$ cat config.mk
export PLATFORM = sky130hd
export DESIGN_NAME = hex_dump_line_parser
export DESIGN_NICKNAME = d
export VERILOG_FILES = /design/src/sv/hdlp_pkg.sv /design/src/sv/hdlp_core.sv /design/src/sv/hex_dump_line_parser.sv
export VERILOG_INCLUDE_DIRS = /design/src /design/src/sv
export SDC_FILE = /design/constraint.sdc
export NUM_CORES = 1
export LEC_CHECK = 0
export ABC_AREA = 1
export BUFFER_PORTS_ARGS = -buffer_cell sky130_fd_sc_hd__buf_2
export CORE_UTILIZATION = 54
export CTS_BUF_LIST = sky130_fd_sc_hd__clkbuf_4
export CTS_CLUSTER_DIAMETER = 60
export CTS_CLUSTER_SIZE = 20
export DETAILED_ROUTE_END_ITERATION = 8
export PLACE_DENSITY = 0.78
export SLEW_MARGIN = 10
export SYNTH_ARGS = -nofsm -noshare
export SYNTH_HDL_FRONTEND = slang
export SYNTH_SLANG_ARGS = --single-unit
$ cat constraint.sdc
create_clock -name clk -period 2.1 [get_ports clk]
set_input_delay 0.42 -clock clk [delete_from_list [all_inputs] [get_ports clk]]
set_output_delay 0.42 -clock clk [all_outputs]
set_load 0.02 [all_outputs]
$ cat src/sv/assert_macros.svh
// assertion macros shared by the parser rtl
// all checks sample on clk and are held off while rst is high
`ifndef ASSERT_MACROS_SVH
`define ASSERT_MACROS_SVH

// same-cycle implication
`define ASSERT_IMPLIES(label, a, b) \
  label: assert property (@(posedge clk) disable iff (rst) (a) |-> (b)) \
    else $error("assertion failed");

// next-cycle implication
`define ASSERT_NEXT(label, a, b) \
  label: assert property (@(posedge clk) disable iff (rst) (a) |=> (b)) \
    else $error("assertion failed");

`endif

$ cat src/sv/hdlp_pkg.sv
// shared types, constants and helpers for the hex dump line parser
// no dependencies
package hdlp_pkg;

  localparam logic KIND_CHAR = 1'b0;
  localparam logic KIND_EOL  = 1'b1;

  localparam logic [7:0] CH_ZERO  = 8'h30;
  localparam logic [7:0] CH_X     = 8'h78;
  localparam logic [7:0] CH_COLON = 8'h3a;
  localparam logic [7:0] CH_SPACE = 8'h20;
  localparam logic [7:0] WS_MAX   = 8'h20;

  localparam logic [3:0] COL_FIRST       = 4'd0;
  localparam logic [3:0] COL_SECOND      = 4'd1;
  localparam logic [3:0] COL_SHORT_COLON = 4'd8;
  localparam logic [3:0] COL_SHORT_DATA  = 4'd9;
  localparam logic [3:0] COL_LONG_COLON  = 4'd10;
  localparam logic [3:0] COL_LONG_DATA   = 4'd11;
  localparam logic [3:0] COL_MAX         = 4'd15;

  localparam logic [1:0] PH_SPACE = 2'd0;
  localparam logic [1:0] PH_HIGH  = 2'd1;
  localparam logic [1:0] PH_LOW   = 2'd2;

  typedef struct packed {
    logic       kind;
    logic [7:0] char_code;
  } in_item_t;

  typedef struct packed {
    logic [7:0] data_byte;
    logic       dump_end;
  } out_item_t;

  typedef struct packed {
    logic       finished;
    logic       in_leading_blank;
    logic [3:0] column;
    logic       starts_zero;
    logic       second_is_x;
    logic       short_prefix_ok;
    logic       long_prefix_ok;
    logic       triplets_live;
    logic [1:0] triplet_phase;
    logic [3:0] high_nibble;
  } line_state_t;

  // state after reset: not finished, waiting in leading blanks
  localparam line_state_t LINE_RESET = '{1'b0, 1'b1, 4'd0, 1'b0, 1'b0, 1'b0, 1'b0, 1'b0,
                                         2'd0, 4'd0};

  typedef struct packed {
    logic       finished;
    logic       long_prefix_ok;
    logic [3:0] column;
  } core_status_t;

  // bit 4 set means not a hex digit
  function automatic logic [4:0] nibble_of(input logic [7:0] c);
    logic [4:0] n;
    n = 5'h10;
    if (c inside {[8'h30:8'h39]}) n = {1'b0, 4'(c - 8'h30)};
    else if (c inside {[8'h41:8'h46]}) n = {1'b0, 4'(c - 8'h37)};
    else if (c inside {[8'h61:8'h66]}) n = {1'b0, 4'(c - 8'h57)};
    return n;
  endfunction

endpackage

$ cat src/sv/hdlp_core.sv
// line state registers and the per-item parse step
// depends on hdlp_pkg
module hdlp_core (
  input  logic                  clk,
  input  logic                  rst,
  input  logic                  step,
  input  hdlp_pkg::in_item_t    item,
  output logic                  res_hit,
  output hdlp_pkg::out_item_t   res,
  output hdlp_pkg::core_status_t status
);

  hdlp_pkg::line_state_t st;
  hdlp_pkg::line_state_t st_next;
  hdlp_pkg::line_state_t line_clear;
  logic [3:0] idx;
  logic [4:0] nib;

  always_comb begin
    line_clear = '0;
    line_clear.finished = st.finished;
    line_clear.in_leading_blank = 1'b1;
  end

  always_comb begin
    st_next = st;
    res_hit = 1'b0;
    res = '0;
    idx = st.column;
    nib = hdlp_pkg::nibble_of(item.char_code);
    if (!st.finished) begin
      if (item.kind == hdlp_pkg::KIND_EOL) begin
        st_next = line_clear;
        if (st.in_leading_blank) begin
          // blank line closes the dump
          st_next.finished = 1'b1;
          res_hit = 1'b1;
          res.dump_end = 1'b1;
        end
      end else if (!(st.in_leading_blank && item.char_code <= hdlp_pkg::WS_MAX)) begin
        st_next.in_leading_blank = 1'b0;
        if (st.column != hdlp_pkg::COL_MAX) st_next.column = st.column + 4'd1;
        if (idx == hdlp_pkg::COL_FIRST)
          st_next.starts_zero = (item.char_code == hdlp_pkg::CH_ZERO);
        if (idx == hdlp_pkg::COL_SECOND)
          st_next.second_is_x = (item.char_code == hdlp_pkg::CH_X);
        if (idx == hdlp_pkg::COL_SHORT_COLON)
          st_next.short_prefix_ok = st.starts_zero && (item.char_code == hdlp_pkg::CH_COLON);
        if (idx == hdlp_pkg::COL_SHORT_DATA && st.short_prefix_ok) begin
          st_next.triplets_live = 1'b1;
          st_next.triplet_phase = hdlp_pkg::PH_SPACE;
        end
        if (idx == hdlp_pkg::COL_LONG_COLON && st.starts_zero && st.second_is_x &&
            item.char_code == hdlp_pkg::CH_COLON) begin
          // long prefix restarts decoding
          st_next.long_prefix_ok = 1'b1;
          st_next.triplets_live = 1'b1;
          st_next.triplet_phase = hdlp_pkg::PH_SPACE;
        end else if (st_next.triplets_live) begin
          case (st_next.triplet_phase)
            hdlp_pkg::PH_SPACE: begin
              if (item.char_code == hdlp_pkg::CH_SPACE)
                st_next.triplet_phase = hdlp_pkg::PH_HIGH;
              else
                st_next.triplets_live = 1'b0;
            end
            hdlp_pkg::PH_HIGH, hdlp_pkg::PH_LOW: begin
              if (nib[4]) begin
                st_next.triplets_live = 1'b0;
                st_next.triplet_phase = hdlp_pkg::PH_SPACE;
              end else if (st_next.triplet_phase == hdlp_pkg::PH_HIGH) begin
                st_next.high_nibble = nib[3:0];
                st_next.triplet_phase = hdlp_pkg::PH_LOW;
              end else begin
                st_next.triplet_phase = hdlp_pkg::PH_SPACE;
                res_hit = 1'b1;
                res.data_byte = {st.high_nibble, nib[3:0]};
              end
            end
            default: begin
              st_next.triplets_live = 1'b0;
            end
          endcase
        end
      end
    end
  end

  always_ff @(posedge clk) begin
    if (rst) begin
      st <= hdlp_pkg::LINE_RESET;
    end else if (step) begin
      st <= st_next;
    end
  end

  assign status.finished = st.finished;
  assign status.long_prefix_ok = st.long_prefix_ok;
  assign status.column = st.column;

endmodule

$ cat src/sv/hex_dump_line_parser.sv
// Hex dump line parser. Takes one character (or end-of-line mark) per item and returns
// one decoded byte per space-hex-hex triplet on lines with a valid address prefix, or a
// single end item when a blank line closes the dump; after that nothing more comes out
// until reset. One item is accepted every cycle when the result side keeps up; an item
// goes through an input register and the parse step into the result register, from
// which its result is presented. While a result waits, the input register still takes
// one more item.
// depends on hdlp_pkg, hdlp_core and assert_macros.svh
`include "assert_macros.svh"

module hex_dump_line_parser (
  input  logic                clk,
  input  logic                rst,
  input  logic                char_valid,
  output logic                char_ready,
  input  hdlp_pkg::in_item_t  char_item,
  output logic                res_valid,
  input  logic                res_ready,
  output hdlp_pkg::out_item_t res_item
);

  logic                   held_valid;
  hdlp_pkg::in_item_t     held_item;
  logic                   advance;
  logic                   step_hit;
  hdlp_pkg::out_item_t    step_res;
  hdlp_pkg::core_status_t status;

  assign advance    = held_valid && (!res_valid || res_ready);
  assign char_ready = !held_valid || advance;

  always_ff @(posedge clk) begin
    if (rst) begin
      held_valid <= 1'b0;
    end else if (char_ready) begin
      held_valid <= char_valid;
    end
  end

  always_ff @(posedge clk) begin
    if (char_valid && char_ready) held_item <= char_item;
  end

  hdlp_core u_core (
    .clk    (clk),
    .rst    (rst),
    .step   (advance),
    .item   (held_item),
    .res_hit(step_hit),
    .res    (step_res),
    .status (status)
  );

  always_ff @(posedge clk) begin
    if (rst) begin
      res_valid <= 1'b0;
    end else if (advance && step_hit) begin
      res_valid <= 1'b1;
    end else if (res_ready) begin
      res_valid <= 1'b0;
    end
  end

  always_ff @(posedge clk) begin
    if (advance && step_hit) res_item <= step_res;
  end

  `ASSERT_NEXT(a_finished_sticks, status.finished, status.finished)
  `ASSERT_NEXT(a_no_result_after_end, status.finished && !res_valid, !res_valid)
  `ASSERT_IMPLIES(a_end_has_zero_byte, res_valid && res_item.dump_end, res_item.data_byte == 8'd0)
  `ASSERT_IMPLIES(a_long_prefix_column, status.long_prefix_ok, status.column >= hdlp_pkg::COL_LONG_DATA)

endmodule

==> results of run 1 <==
## repair_timing
item	CTS	global route
endpoints found under the hold margin	0	0
resized for setup	0	14
setup endpoints to repair	0	18
## worst paths after layout
kind | startpoint | end | slack (ns)
max | u_core.idx[1] | res_item[4] | 0.15
min reg2reg | u_core.st[6] | u_core.st[6] | 0.48
min | char_item[8] | held_item[8] | 0.24
max reg2reg | u_core.idx[1] | res_item[4] | 0.15
## power groups by stage
stage / clock, W / combinational, W / sequential [W]
global route: 0.000410 / 0.000181 / 0.000787
floorplan: 0 / 0.0000995 / 0.000801
global placement: 0 / 0.000150 / 0.000797
finish: 0.000360 / 0.000158 / 0.000783
detailed placement: 0 / 0.000153 / 0.000798
CTS: 0.000365 / 0.000154 / 0.000782
## area by class of cell
class / count / area (um^2) / share of cell area (%)
Inverter: 42 / 160 / 6.88
Sequential cell: 36 / 902 / 38.8
Multi-Input combinational cell: 179 / 942 / 40.5
Tap cell: 46 / 57.6 / 2.47
Clock buffer: 6 / 45.0 / 1.94
Timing Repair Buffer: 35 / 205 / 8.82
Timing Repair inverter: 1 / 7.51 / 0.323
Clock inverter: 2 / 7.51 / 0.323
## sequential cells by signal (all words and copies together) (netlist names)
signal / flops
held_valid: 1
res_item: 9
u_core.st: 11
u_core.status: 1
u_core.idx: 4
res_valid: 1
held_item: 9
## placed cells by master, fill, tap and decap left out, types with 2 or more instances in the layout
cell type	count
o21ai_0	5
nand2_1	62
nand3_1	20
buf_4	12
buf_2	23
a21oi_1	10
nand2_2	6
inv_2	5
clkinv_1	4
ha_1	9
nor2_1	33
o21ai_1	2
nor3_1	7
nand2_4	3
nor2_2	7
nand4_1	3
nand3_2	2
clkbuf_4	6
ha_2	2
dfxtp_1	17
edfxtp_1	18
inv_1	34
## logic make-up (layout without fill, tap and decap cells)
group,after synthesis,in the layout,synth area share [%]
adder cells (fa/ha/maj),11,11,6.92
AND/OR/NAND/NOR,147,147,33.2
AO/OA/AOI/OAI,21,21,6.23
buffers and inverters,44,86,8.31
flip-flops,36,36,45.3
## layer usage
metal	vias to the layer above	global-route usage, %	part of all wire [%]
met5	-	0	0
met4	0	8.14	0.71
met3	4	6.20	4.5
met2	51	40.1	52
met1	792	25.7	43
li1	906	-	-
## metrics by stage
stage	total power (W)	setup TNS, ns	instances	utilization [%]
after floorplan	0.000901	0	259	-
after global placement	0.000948	0	338	65.2
after detailed placement	0.000952	0	338	65.2
after CTS	0.00130	0	346	66.7
after global routing	0.00138	-0.00333	347	67.6
final	0.00130	0	347	67.6
==> results by group, run 1 <==
Pwr
  • Cell-internal power: 0.000959 W
  • Comb pwr share: 12.1%
  • Peak VDD IR: 0.434 mV
  • Net switching power: 0.000342 W
  • Leakage: roughly 1.1 nW
  • Power per cell area: 559 nW/um^2
  • Switching share of power: 26.3%
  • Clock share of power: approximately 28%
  • Seq pwr share: 60.2%

Worst setup path
  • Cell family with most CP delay: simple AND/OR/NAND/NOR gates
  • Worst endpoint required time: 2.17 ns
  • CP bufs+invs: 3
  • CP Depth: 12
  • Critical path class: reg -> reg
  • Kind of end point of the critical path: flop
  • Worst endpoint data arrival time: 2.02 ns
  • Largest stage delay, worst path: approximately 0.32 ns
  • Critical path's most frequent cell: nand2_1
  • Worst Setup Start Kind: flop
  • Crit path cell chain: inv_1 -> ha_1 -> nand2_1 -> nor2_2 -> inv_1 -> nand2_2 -> ha_2 -> a21oi_4 -> nand2_1 -> nand2_1 -> nand2_2 -> clkinvlp_4
  • Crit-path max FO: 4
  • Slowest stage cell, crit path: dfxtp_1
  • Worst Reg-to-Reg Cells: 12

Yosys
  • Yosys reg bits: 36
  • Top-count cell post-synth: nand2_1
  • Avg Cell Area, Syn: between 7 and 8 um^2
  • Dominant cells by area after synthesis: edfxtp_1 27%, dfxtp_1 18%, nand2_1 12%
  • Share of the synthesized area in the top cell type: around 27%
  • Number of synthesis warnings: 0
  • Distinct cell type count after synthesis: 27
  • EDFF count, synth: 18
  • Synth cell count leaders: 64 x nand2_1, 37 x inv_1, 37 x nor2_1
  • Mapped Area: 1990 um^2
  • Main synth FF type: edfxtp_1
  • Share of flip-flops with an asynchronous set or reset: 0%
  • Syn nets: 283
  • Post-synth top area cell: edfxtp_1
  • Mapped Cells: 259
  • Sequential share of the synthesized area: ~45%

Clock network
  • Clock-pin slew on the worst setup and hold paths: 0.11 ns
  • TritonCTS clock tree: done
  • CTS Buffer Depth: 2
  • CTS sink count: 36
  • CTS H-tree depth: 2
  • Clk root buf: clkbuf_4
  • CTS Hold Buffers Added: 0
  • Num CTS Buffers: 5
  • Worst-Skew Late Latency: 0.34 ns
  • Postcts setup bufs: 0

Timing
  • Final hold violation count: 0
  • Clock skew: 0.0104 ns
  • Rel. slew slack: between 70% and 80%
  • Worst hold slack: 0.244 ns
  • Max Freq: 514 MHz
  • Worst-Margin Slew: 0.394 ns
  • Final min period: ~2 ns
  • Slew Viols, Final: 0
  • Setup WS post-layout: 0.153 ns
  • Setup violators final: 0
  • Crit share post-route: 92.7%

Layout
  • Number of fill cells: 294
  • Fin nets: 324
  • Design Area, Final: 2330 um^2
  • Syn-to-layout area delta: 17.1%
  • Layout cells sized above 1: about a quarter
  • ANT cells: 0

Global route
  • GRT Residual Overflow: 0
  • First-pass GRT wire length: around 6.9 mm
  • Pin count of the biggest net entering global routing: 12
  • Total track usage: roughly 23%
  • Initial antenna violation count: 0
  • Vias in the first global route: around 1700

Detailed routing
  • Vias: 1753
  • Post-DRT Antenna Nets: 0
  • Drt via density: 5.05
  • DR WL/cell: 10.9 um
  • DRC viols: 0
  • Pre-antenna DRT Iters: 4
  • WL final: 3.79 mm
  • Drt first-iter violations: 125

Floorplanning
  • Core area: between 3000 and 4000 um^2
  • I/O Pins: 24
  • DIE AREA: about 3900 um^2
  • Die Wd: 62.7 um
  • Die H: 62.7 um
  • Initial core utilization: 57.8%
  • Rows: 21

Placed design
  • PortBufs: 23
  • GPL Wtd Cong: approximately 0.9
  • Final HPWL DP: 2.99 mm
  • Post-placement setup slack: 0.0110 ns
  • Placed Area: 2240 um^2

Job
  • Max Cap Viol: 0

Worst hold path
  • Hold Path Class: in -> reg
  • Worst Hold Path Cells: 1

Run status
  • Outcome: completed
No activity file was read; power rests on OpenSTA's default activity.
==> inputs of run 2 (changes only) <==
--- a/config.mk
+++ b/config.mk
@@ -8,12 +8,12 @@
 export LEC_CHECK = 0
 export ABC_AREA = 1
 export BUFFER_PORTS_ARGS = -buffer_cell sky130_fd_sc_hd__buf_2
-export CORE_UTILIZATION = 54
+export CORE_UTILIZATION = 52
 export CTS_BUF_LIST = sky130_fd_sc_hd__clkbuf_4
 export CTS_CLUSTER_DIAMETER = 60
 export CTS_CLUSTER_SIZE = 20
 export DETAILED_ROUTE_END_ITERATION = 8
-export PLACE_DENSITY = 0.78
+export PLACE_DENSITY = 0.75
 export SLEW_MARGIN = 10
 export SYNTH_ARGS = -nofsm -noshare
 export SYNTH_HDL_FRONTEND = slang
==> results by group, run 2 (same netlist as run 1, synthesis figures left out) <==
Run status
  • Outcome: completed

Layout
  • Most frequent cells in the layout: 62 x nand2_1, 36 x inv_1, 34 x nor2_1
  • Commonest non-fill, non-tap cell in the layout: nand2_1
  • Fin nets: about 330
  • Finished Core Util: 64.5%
  • Top reg by flops: u_core.st
  • Design Area, Final: ~2400 um^2
  • Biggest regs: u_core.st (11), held_item (9), res_item (9)
  • Layout cells sized above 1: 23.8%
  • Max reg flops: 11
  • Syn-to-layout area delta: 18.8%
  • ANT cells: 0

Floorplanning
  • DIE AREA: 4070 um^2
  • Die H: ~64 um
  • I/O Pins: 24
  • Rows: 22
  • Initial core utilization: 54.3%
  • Die Wd: 63.8 um
  • Core area: 3660 um^2

Timing
  • Final min period: approximately 2.0 ns
  • Rel. slew slack: approximately three quarters
  • Crit share post-route: 93.7%
  • Final hold violation count: 0
  • Setup violators final: 0
  • Max Freq: 508 MHz
  • Clock skew: around 0.0035 ns
  • Worst hold slack: 0.230 ns
  • Worst-Margin Slew: 0.372 ns
  • Total negative setup slack: 0 ns
  • Slew Viols, Final: 0

Worst setup path
  • Worst endpoint required time: 2.18 ns
  • Kind of end point of the critical path: flop
  • Worst R2R Setup Slack: 0.13 ns
  • Worst Setup Start Kind: flop
  • R2R Path Start: u_core.idx[1]
  • Crit-path max FO: 4
  • Worst endpoint data arrival time: 2.05 ns
  • Reg2reg end: res_item[8]
  • Worst Reg-to-Reg Cells: 12
  • Critical path class: reg -> reg

Clock network
  • CTS Hold Buffers Added: 0
  • Clock-pin slew on the worst setup and hold paths: approximately 0.11 ns
  • TritonCTS clock tree: done
  • Num CTS Buffers: 5
  • CTS Buffer Depth: 2
  • Worst-Skew Late Latency: 0.35 ns
  • CTS H-tree depth: 2
  • CTS sink count: 36
  • Clk root buf: clkbuf_4

Pwr
  • Comb pwr share: between 10% and 20%
  • Net switching power: between 0.0003 and 0.0004 W
  • Power after layout: 0.00143 W
  • Clock share of power: 34.4%
  • Cell-internal power: 0.00107 W
  • Seq pwr share: 54.7%
  • Peak VDD IR: 0.324 mV
  • Switching share of power: 25.3%
  • Power per cell area: between 600 and 700 nW/um^2
  • Leakage: roughly 1.1 nW

Global route
  • Pin count of the biggest net entering global routing: 13
  • GRT Residual Overflow: 0
  • Vias in the first global route: between 1500 and 2000
  • Initial antenna violation count: 0
  • First-pass GRT wire length: 6.47 mm
  • Total track usage: about a fifth

Detailed routing
  • Drt first-iter violations: 121
  • Pre-antenna DRT Iters: 4
  • DRC viols: 0
  • Vias: 1697
  • Post-DRT Antenna Nets: 0
  • DR WL/cell: roughly 11 um
  • WL final: 3.81 mm
  • Drt via density: 4.85

Worst hold path
  • Hold Path Origin: char_item[8]
  • Worst Hold Path Cells: 1
  • Hold Path Class: in -> reg
  • WHS Endpoint: held_item[8]

Placed design
  • Placed Area: 2250 um^2
  • Final HPWL DP: 2.92 mm
  • GPL Wtd Cong: 0.806
  • PortBufs: 23

Job
  • Max Cap Viol: 0
==> run 2: cell count changes in the layout (fill, tap and decap cells not counted) <==
cell,delta
clkinv_1,-2
inv_1,+2
inv_2,-2
buf_4,+1
bufinv_16,+1
clkbuf_4,-1
clkinv_2,+1
clkinvlp_4,+1
nor2_1,+1
nor2_2,-1
o21ai_0,+1
o21ai_1,-1
==> run 2: layout make-up <==
type | instances | area [um^2]
Inverter | 42 | 160
Multi-Input combinational cell | 179 | 940
Fill cell | 328 | 1300
Timing Repair Buffer | 36 | 213
Tap cell | 48 | 60.1
Sequential cell | 36 | 902
Clock inverter | 3 | 42.5
Clock buffer | 5 | 37.5
Timing Repair inverter | 1 | 7.51
==> run 2: how the worst max path moves through the flow <==
| stage | from | end | slack (ns) |
|---|---|---|---|
| floorplan | u_core.idx[1] | res_item[0] | 0.05 |
| global placement | u_core.idx[1] | res_item[5] | 0.08 |
| detailed placement | u_core.idx[1] | res_item[5] | 0.008 |
| CTS | u_core.idx[1] | res_item[6] | 0.09 |
| global route | u_core.idx[1] | res_item[1] | -0.005 |
| finish | u_core.idx[1] | res_item[8] | 0.13 |
==> run 2: through the flow <==
| stage | std cells | worst slack, ns |
|---|---|---|
| finish | 350 | 0.133 |
| global route | 350 | -0.00504 |
| CTS | 348 | 0.0942 |
| detailed placement | 340 | 0.00824 |
| global placement | 340 | 0.0773 |
| floorplan | 259 | 0.0467 |
==> run 2: worst max-delay path, stage by stage (launching register included) <==
cell        delay, ns
dfxtp_2          0.34
inv_1            0.07
ha_2             0.17
nand2_1          0.06
nor2_2           0.14
inv_1            0.07
nand2_2          0.08
ha_2             0.29
a21oi_4          0.13
nand2_1          0.06
nand2_1          0.07
nand2_2          0.09
clkinvlp_4       0.12
==> run 2: repair_timing <==
item	in CTS	in global routing
hold endpoints to repair	0	0
pin swaps	0	1
resized for setup	1	9
cloned	0	1
endpoints found under the setup margin	9	14
setup buffers	0	1
==> run 2: power groups by stage <==
| stage | Clock, W | Sequential (W) | Combinational [W] |
|---|---|---|---|
| 2_1_floorplan | 0 | 0.000801 | 0.0000995 |
| 3_3_place_gp | 0 | 0.000798 | 0.000151 |
| 3_5_place_dp | 0 | 0.000798 | 0.000154 |
| 4_1_cts | 0.000510 | 0.000782 | 0.000155 |
| 5_1_grt | 0.000535 | 0.000788 | 0.000177 |
| 6_report | 0.000492 | 0.000783 | 0.000157 |
==> run 2: routing by layer <==
| layer | track usage, % | up-vias | share of wire (%) |
|---|---|---|---|
| li1 | - | 910 | - |
| met1 | 24.3 | 732 | 44 |
| met2 | 35.5 | 47 | 48 |
| met3 | 5.89 | 8 | 5.3 |
| met4 | 9.94 | 0 | 1.9 |
| met5 | 0 | - | 0 |
